`src/sv/res_pkg.sv`:
```
package res_pkg;

    // Capacity of one set and derived widths.
    localparam int DEPTH  = 32;
    localparam int IDX_W  = $clog2(DEPTH);
    localparam int CNT_W  = $clog2(DEPTH + 1);
    localparam int KEY_W  = 24;
    localparam int WORD_W = 32;

    // Read address selection codes.
    localparam logic [1:0] RD_I  = 2'd0;
    localparam logic [1:0] RD_J  = 2'd1;
    localparam logic [1:0] RD_J1 = 2'd2;

    typedef struct packed {
        logic        [KEY_W-1:0]  energy_key;
        logic signed [WORD_W-1:0] pt_mean_in;
        logic signed [WORD_W-1:0] pt_spread_in;
        logic signed [WORD_W-1:0] cal_mean_in;
        logic signed [WORD_W-1:0] cal_spread_in;
        logic                     last_in;
    } in_item_t;

    typedef struct packed {
        logic        [KEY_W-1:0]  energy_out;
        logic signed [WORD_W-1:0] pt_mean_out;
        logic signed [WORD_W-1:0] pt_spread_out;
        logic signed [WORD_W-1:0] cal_mean_out;
        logic signed [WORD_W-1:0] cal_spread_out;
        logic                     last_out;
        logic                     overflowed;
    } out_item_t;

    // One stored record.
    typedef struct packed {
        logic [KEY_W-1:0]  key;
        logic [WORD_W-1:0] pt_mean;
        logic [WORD_W-1:0] pt_spread;
        logic [WORD_W-1:0] cal_mean;
        logic [WORD_W-1:0] cal_spread;
    } record_t;

    // Commands from the controller to the datapath.
    typedef struct packed {
        logic       store;
        logic       sort_init;
        logic [1:0] rd_sel;
        logic       set_j;
        logic       cur_load;
        logic       cmp_step;
        logic       emit;
        logic       next_i;
        logic       finish;
    } res_cmd_t;

    // Status from the datapath to the controller.
    typedef struct packed {
        logic i_last;
        logic j_last;
        logic out_free;
    } res_stat_t;

endpackage

```
`src/sv/res_ctrl.sv`:
```
module res_ctrl (
    input  logic               clk,
    input  logic               rst_n,
    input  logic               rec_valid,
    input  logic               rec_last,
    output logic               rec_stall,
    input  res_pkg::res_stat_t stat,
    output res_pkg::res_cmd_t  cmd
);

    localparam logic [2:0] S_LOAD   = 3'd0;
    localparam logic [2:0] S_READ_I = 3'd1;
    localparam logic [2:0] S_CUR    = 3'd2;
    localparam logic [2:0] S_CMP    = 3'd3;
    localparam logic [2:0] S_EMIT   = 3'd4;

    logic [2:0] state_reg;
    logic [2:0] state_next;

    // State register.
    always_ff @(posedge clk or negedge rst_n)
    begin
        if (!rst_n)
        begin
            state_reg <= S_LOAD;
        end
        else
        begin
            state_reg <= state_next;
        end
    end

    // Next state and commands.
    always_comb
    begin
        state_next = state_reg;
        cmd        = '0;
        cmd.rd_sel = res_pkg::RD_I;
        rec_stall  = 1'b1;
        case (state_reg)
            S_LOAD:
            begin
                rec_stall = 1'b0;
                cmd.store = rec_valid;
                if (rec_valid && rec_last)
                begin
                    cmd.sort_init = 1'b1;
                    state_next    = S_READ_I;
                end
            end
            S_READ_I:
            begin
                cmd.rd_sel = res_pkg::RD_I;
                cmd.set_j  = 1'b1;
                state_next = S_CUR;
            end
            S_CUR:
            begin
                cmd.cur_load = 1'b1;
                if (stat.i_last)
                begin
                    state_next = S_EMIT;
                end
                else
                begin
                    cmd.rd_sel = res_pkg::RD_J;
                    state_next = S_CMP;
                end
            end
            S_CMP:
            begin
                cmd.cmp_step = 1'b1;
                cmd.rd_sel   = res_pkg::RD_J1;
                if (stat.j_last)
                begin
                    state_next = S_EMIT;
                end
            end
            S_EMIT:
            begin
                if (stat.out_free)
                begin
                    cmd.emit = 1'b1;
                    if (stat.i_last)
                    begin
                        cmd.finish = 1'b1;
                        state_next = S_LOAD;
                    end
                    else
                    begin
                        cmd.next_i = 1'b1;
                        state_next = S_READ_I;
                    end
                end
            end
            default:
            begin
                state_next = S_LOAD;
            end
        endcase
    end

endmodule

```
`config.mk`:
```
export PLATFORM = sky130hd
export DESIGN_NAME = res_ctrl
export DESIGN_NICKNAME = d
export VERILOG_FILES = /design/src/sv/res_pkg.sv /design/src/sv/res_ctrl.sv
export SDC_FILE = /design/constraint.sdc
export NUM_CORES = 1
export LEC_CHECK = 0
export BUFFER_PORTS_ARGS = -buffer_cell sky130_fd_sc_hd__buf_2
export CORE_AREA = 3 3 40 42
export DETAILED_ROUTE_END_ITERATION = 8
export DIE_AREA = 0 0 43 45
export PLACE_DENSITY = 0.5
export SYNTH_ARGS = -nofsm -noshare
export SYNTH_HDL_FRONTEND = slang
export SYNTH_SLANG_ARGS = --single-unit
```
`constraint.sdc`:
```
create_clock -name clk -period 1.24 [get_ports clk]
set_input_delay 0.186 -clock clk [delete_from_list [all_inputs] [get_ports clk]]
set_output_delay 0.186 -clock clk [all_outputs]
set_load 0.01 [all_outputs]
```
; ---- Word level (Yosys, flattened, before mapping)
; Cells that the tools add are included.
[word_totals]
wordCells = 29
regBits = 3
in_bits = 7
[op_classes]
mux = 18
reduce_logical = 3
n_eq_ne = 7
[ops]
columns = op, count
row1 = $mux W3, 6
row2 = $pmux W3 S5, 1
row3 = $mux W1, 9
row4 = $eq A3 B2 Y1 const B, 2
row5 = $ne A2 B2 Y1 const B, 3
row6 = $pmux W2 S2, 1
row7 = $eq A3 B1 Y1 const B, 1
row8 = $eq A3 B3 Y1 const B, 1
row9 = $logic_not A3 Y1, 1
row10 = $reduce_and A3 Y1, 1
row11 = $mux W2, 1
row12 = $logic_and A1 B1 Y1, 1

; ---- Longest topological paths before layout
[logic_depth]
ltp_word = 3
mapped_depth = 4
mapped_depth_nobuf = 3

; ---- Worst setup path after synthesis
; OpenSTA, ideal clock, no wires.
[synth_path]
kind = reg2out
start = reg state_reg[0]
end = out cmd[1] in the netlist's numbering
n_path_buf = 1
t_arrival_ns = 1.064
stages_incl_launch_ff = 5
slack_ns = -0.010
cell_sequence = dfrtp_1 buf_2 nor2_1 and3_1 nor2b_1
[synth_rtl]
columns = element, line_no
row1 = "start, declared", res_ctrl.sv:17  ; logic [2:0] state_reg;
row2 = "start signal, assigned", res_ctrl.sv:29  ; state_reg <= state_next;
row3 = "end, declared", res_ctrl.sv:8  ; output res_pkg::res_cmd_t cmd

==> results.tsv <==
stage	metric	value	unit
worst_hold_path	hold_depth	2	
sta	min_period	1.43	ns
sta	fin_crit_sh	1.15	
drt	wl_per_cell	9.31	um
grt	grt_use_total	0.0883	
power	p_switching	447	uW
logic_synthesis	synth-warning-count	0	
floorplan	std_cell_rows	13	
cts	clock-root-buffer	clkbuf_4	
power	pwr-share-comb	0.664	
cts	h-tree-depth	1	
worst_hold_path	hp-class	in -> reg	
logic_synthesis	synth_nets	39	
logic_synthesis	synth.most_common_cell	nor2_1	
drt	vias	335	
grt	overflow	0	
grt	grt_pass1_vias	313	
power	vdd_drop_max	579	uV
grt	grt_pass1_wl	1220	um
cells_and_area	largest_reg_flops	3	
sta	hold_viol_final	0	
power	clockPowerShare	0.161	
cells_and_area	nets	68	
placement	port_buffers	17	
drt	via_per_inst	4.47	
cts	numCtsBuffers	3	
placement	place.gp.congestion	0.730	
logic_synthesis	synthCells	32	
status	violations	negative setup slack	
drt	dr.first_iter.drc_count	6	
placement	post-place-ws	0.0455	ns
sta	hold_slack	0.188	ns
sta	fin_ws	-0.190	ns
power	power.internal	646	uW
sta	max_freq	699	MHz
floorplan	die_w	43	um
floorplan	die-area	1940	sq um
cts	clk_latency	0.24	ns
setup_path	r2r-end	state_reg[0]$_DFFE_PN0P_	
logic_synthesis	synthTopCellsByCount	nor2_1, dfrtp_1, nand2_1	
logic_synthesis	synth_top_flop_cell	dfrtp_1	
setup_path	reg2reg_depth	4	
drt	drtPass1Iterations	4	
grt	grtUsageMet1	0.0845	
setup_path	critical_path_class	reg -> out	
setup_path	r2r_setup_slack	0.02	ns
power	p_leak	0.241	nW
grt	use_met3	0.0199	
setup_path	worst_ep_required_time	1.05	ns
setup_path	r2r-start	state_reg[1]$_DFFE_PN0P_	
sta	setup_viol	11	
grt	use_met2	0.153	
sta	finalClockSkew	0.00592	ns
grt	grt_max_degree	8	
drt	ant_nets	0	
run	cap_violations	0	
logic_synthesis	yosysTopAreaCellShare	0.317	
cts	clockBufferDepth	2	
floorplan	die_h	45	um
logic_synthesis	synth_top_area_cell	dfrtp_1	
sta	slew_headroom	0.846	
setup_path	endpoint_kind	output pin	
logic_synthesis	syn-cell-area	236	sq um
worst_hold_path	hp-start	stat[0]	
cts	cts.sinks	3	
setup_path	worstPathArrival	1.24	ns
sta	worst_pin_slew	0.228	ns
placement	hpwl	506	um
sta	drv_slew	0	
logic_synthesis	yosys_register_bits	3	
power	p_seq_frac	0.175	
floorplan	io_pins	18	
grt	antenna_found_initial	0	
drt	finalWirelength	698	um
logic_synthesis	ys_seq_area_frac	0.317	
setup_path	crit_path_max_fanout	5	
logic_synthesis	synth.area.top_cells	dfrtp_1, nor2_1, o22ai_1	
cells_and_area	drive_gt1_frac	0.633	
setup_path	startpoint_type	flop	
status	status	complete, but fails checks	
logic_synthesis	syn_avg_cell_area	7.39	sq um
floorplan	core	1280	sq um
sta	rsz0062_at_grt	true	
cells_and_area	antenna_cells	0	
logic_synthesis	synth-edff-count	0	
power	p_per_area	2410	nW/um^2
power	netSwitchingFraction	0.409	
cells_and_area	area_growth	91.5	%
logic_synthesis	async_reset_ff_frac	1.00	
worst_hold_path	hold_path_end	state_reg[2]$_DFFE_PN0P_	
grt	grt-busiest-layer	met2	
floorplan	start_util	0.184	
cts	clk_pin_slew	0.04	ns
drt	drc_errors	0	
power	total_power	1.09	mW
logic_synthesis	yosysUniqueCellTypes	18	
cts	cts_tree	yes	
## area by class of cell
class	instances	area, sq um
Clock buffer	4	26.3
Fill cell	141	832
Inverter	2	10.0
Multi-Input combinational cell	26	175
Sequential cell	3	75.1
Tap cell	15	18.8
Timing Repair Buffer	25	148
## layer usage
layer | up-vias | part of all wire | wire length [um]
li1 | 163 | - | -
met1 | 153 | 0.37 | 256
met2 | 17 | 0.51 | 356
met3 | 2 | 0.092 | 64
met4 | 0 | 0.029 | 20
met5 | - | 0 | 0
## cells by family (layout without fill, tap and decap cells)
kind of cell,after synthesis,in the layout,share of synthesized area
AND/OR/NAND/NOR,20,20,0.444
flip-flops,3,3,0.317
buffers and inverters,3,31,0.0529
multiplexers,1,1,0.0423
AO/OA/AOI/OAI,5,5,0.143
## what timing repair did
item / 4_1_cts / 5_1_grt
resized for setup: 1 / 7
hold endpoints to repair: 3 / 0
hold buffers: 1 / 0
setup buffers: 2 / 1
endpoints found under the setup margin: 11 / 11
pin swaps: 2 / 3
## metrics by stage
stage | cells | util | instance area (sq um) | setup TNS (ns)
after global routing | 75 | 0.352 | 453 | -2.04
after detailed placement | 67 | 0.286 | 368 | 0
final | 75 | 0.352 | 453 | -1.37
after floorplan | 32 | - | 239 | 0
after CTS | 74 | 0.326 | 419 | -1.40
after global placement | 67 | 0.286 | 368 | 0
## power groups by stage
stage	combinational, mW	sequential, mW	clock (mW)
6_report	0.726	0.192	0.176
5_1_grt	0.812	0.201	0.188
4_1_cts	0.660	0.186	0.182
3_5_place_dp	0.601	0.194	0
3_3_place_gp	0.604	0.192	0
2_1_floorplan	0.364	0.184	0
## how the worst max path moves through the flow
stage	startpoint	to	cells past startpoint
global placement	state_reg[1]$_DFFE_PN0P_	cmd[1]	4
floorplan	state_reg[0]$_DFFE_PN0P_	cmd[8]	3
global route	state_reg[1]$_DFFE_PN0P_	cmd[8]	3
finish	state_reg[1]$_DFFE_PN0P_	cmd[8]	3
detailed placement	state_reg[1]$_DFFE_PN0P_	cmd[8]	3
CTS	state_reg[1]$_DFFE_PN0P_	cmd[1]	4
## layout by cell type, fill, tap and decap left out
cell           instances
a22oi_1                1
and2_1                 1
and3_4                 1
buf_2                 17
buf_4                  7
clkbuf_1               1
clkbuf_4               3
dfrtp_1                3
dlygate4sd3_1          1
inv_1                  1
inv_4                  1
mux2i_1                1
nand2_1                3
nand2b_2               1
nor2_1                 6
nor2_2                 3
nor2b_2                1
nor3_2                 1
nor4bb_2               1
o21ai_0                1
o22ai_1                2
o31a_1                 1
or2_2                  1
or3_4                  1
## worst max-delay path, cell delays in order, from the launching register on
cell and delay (ns):
dfrtp_1 0.41, or3_4 0.39, nor2_1 0.08, buf_2 0.13
(Power assumes the default switching activity.)
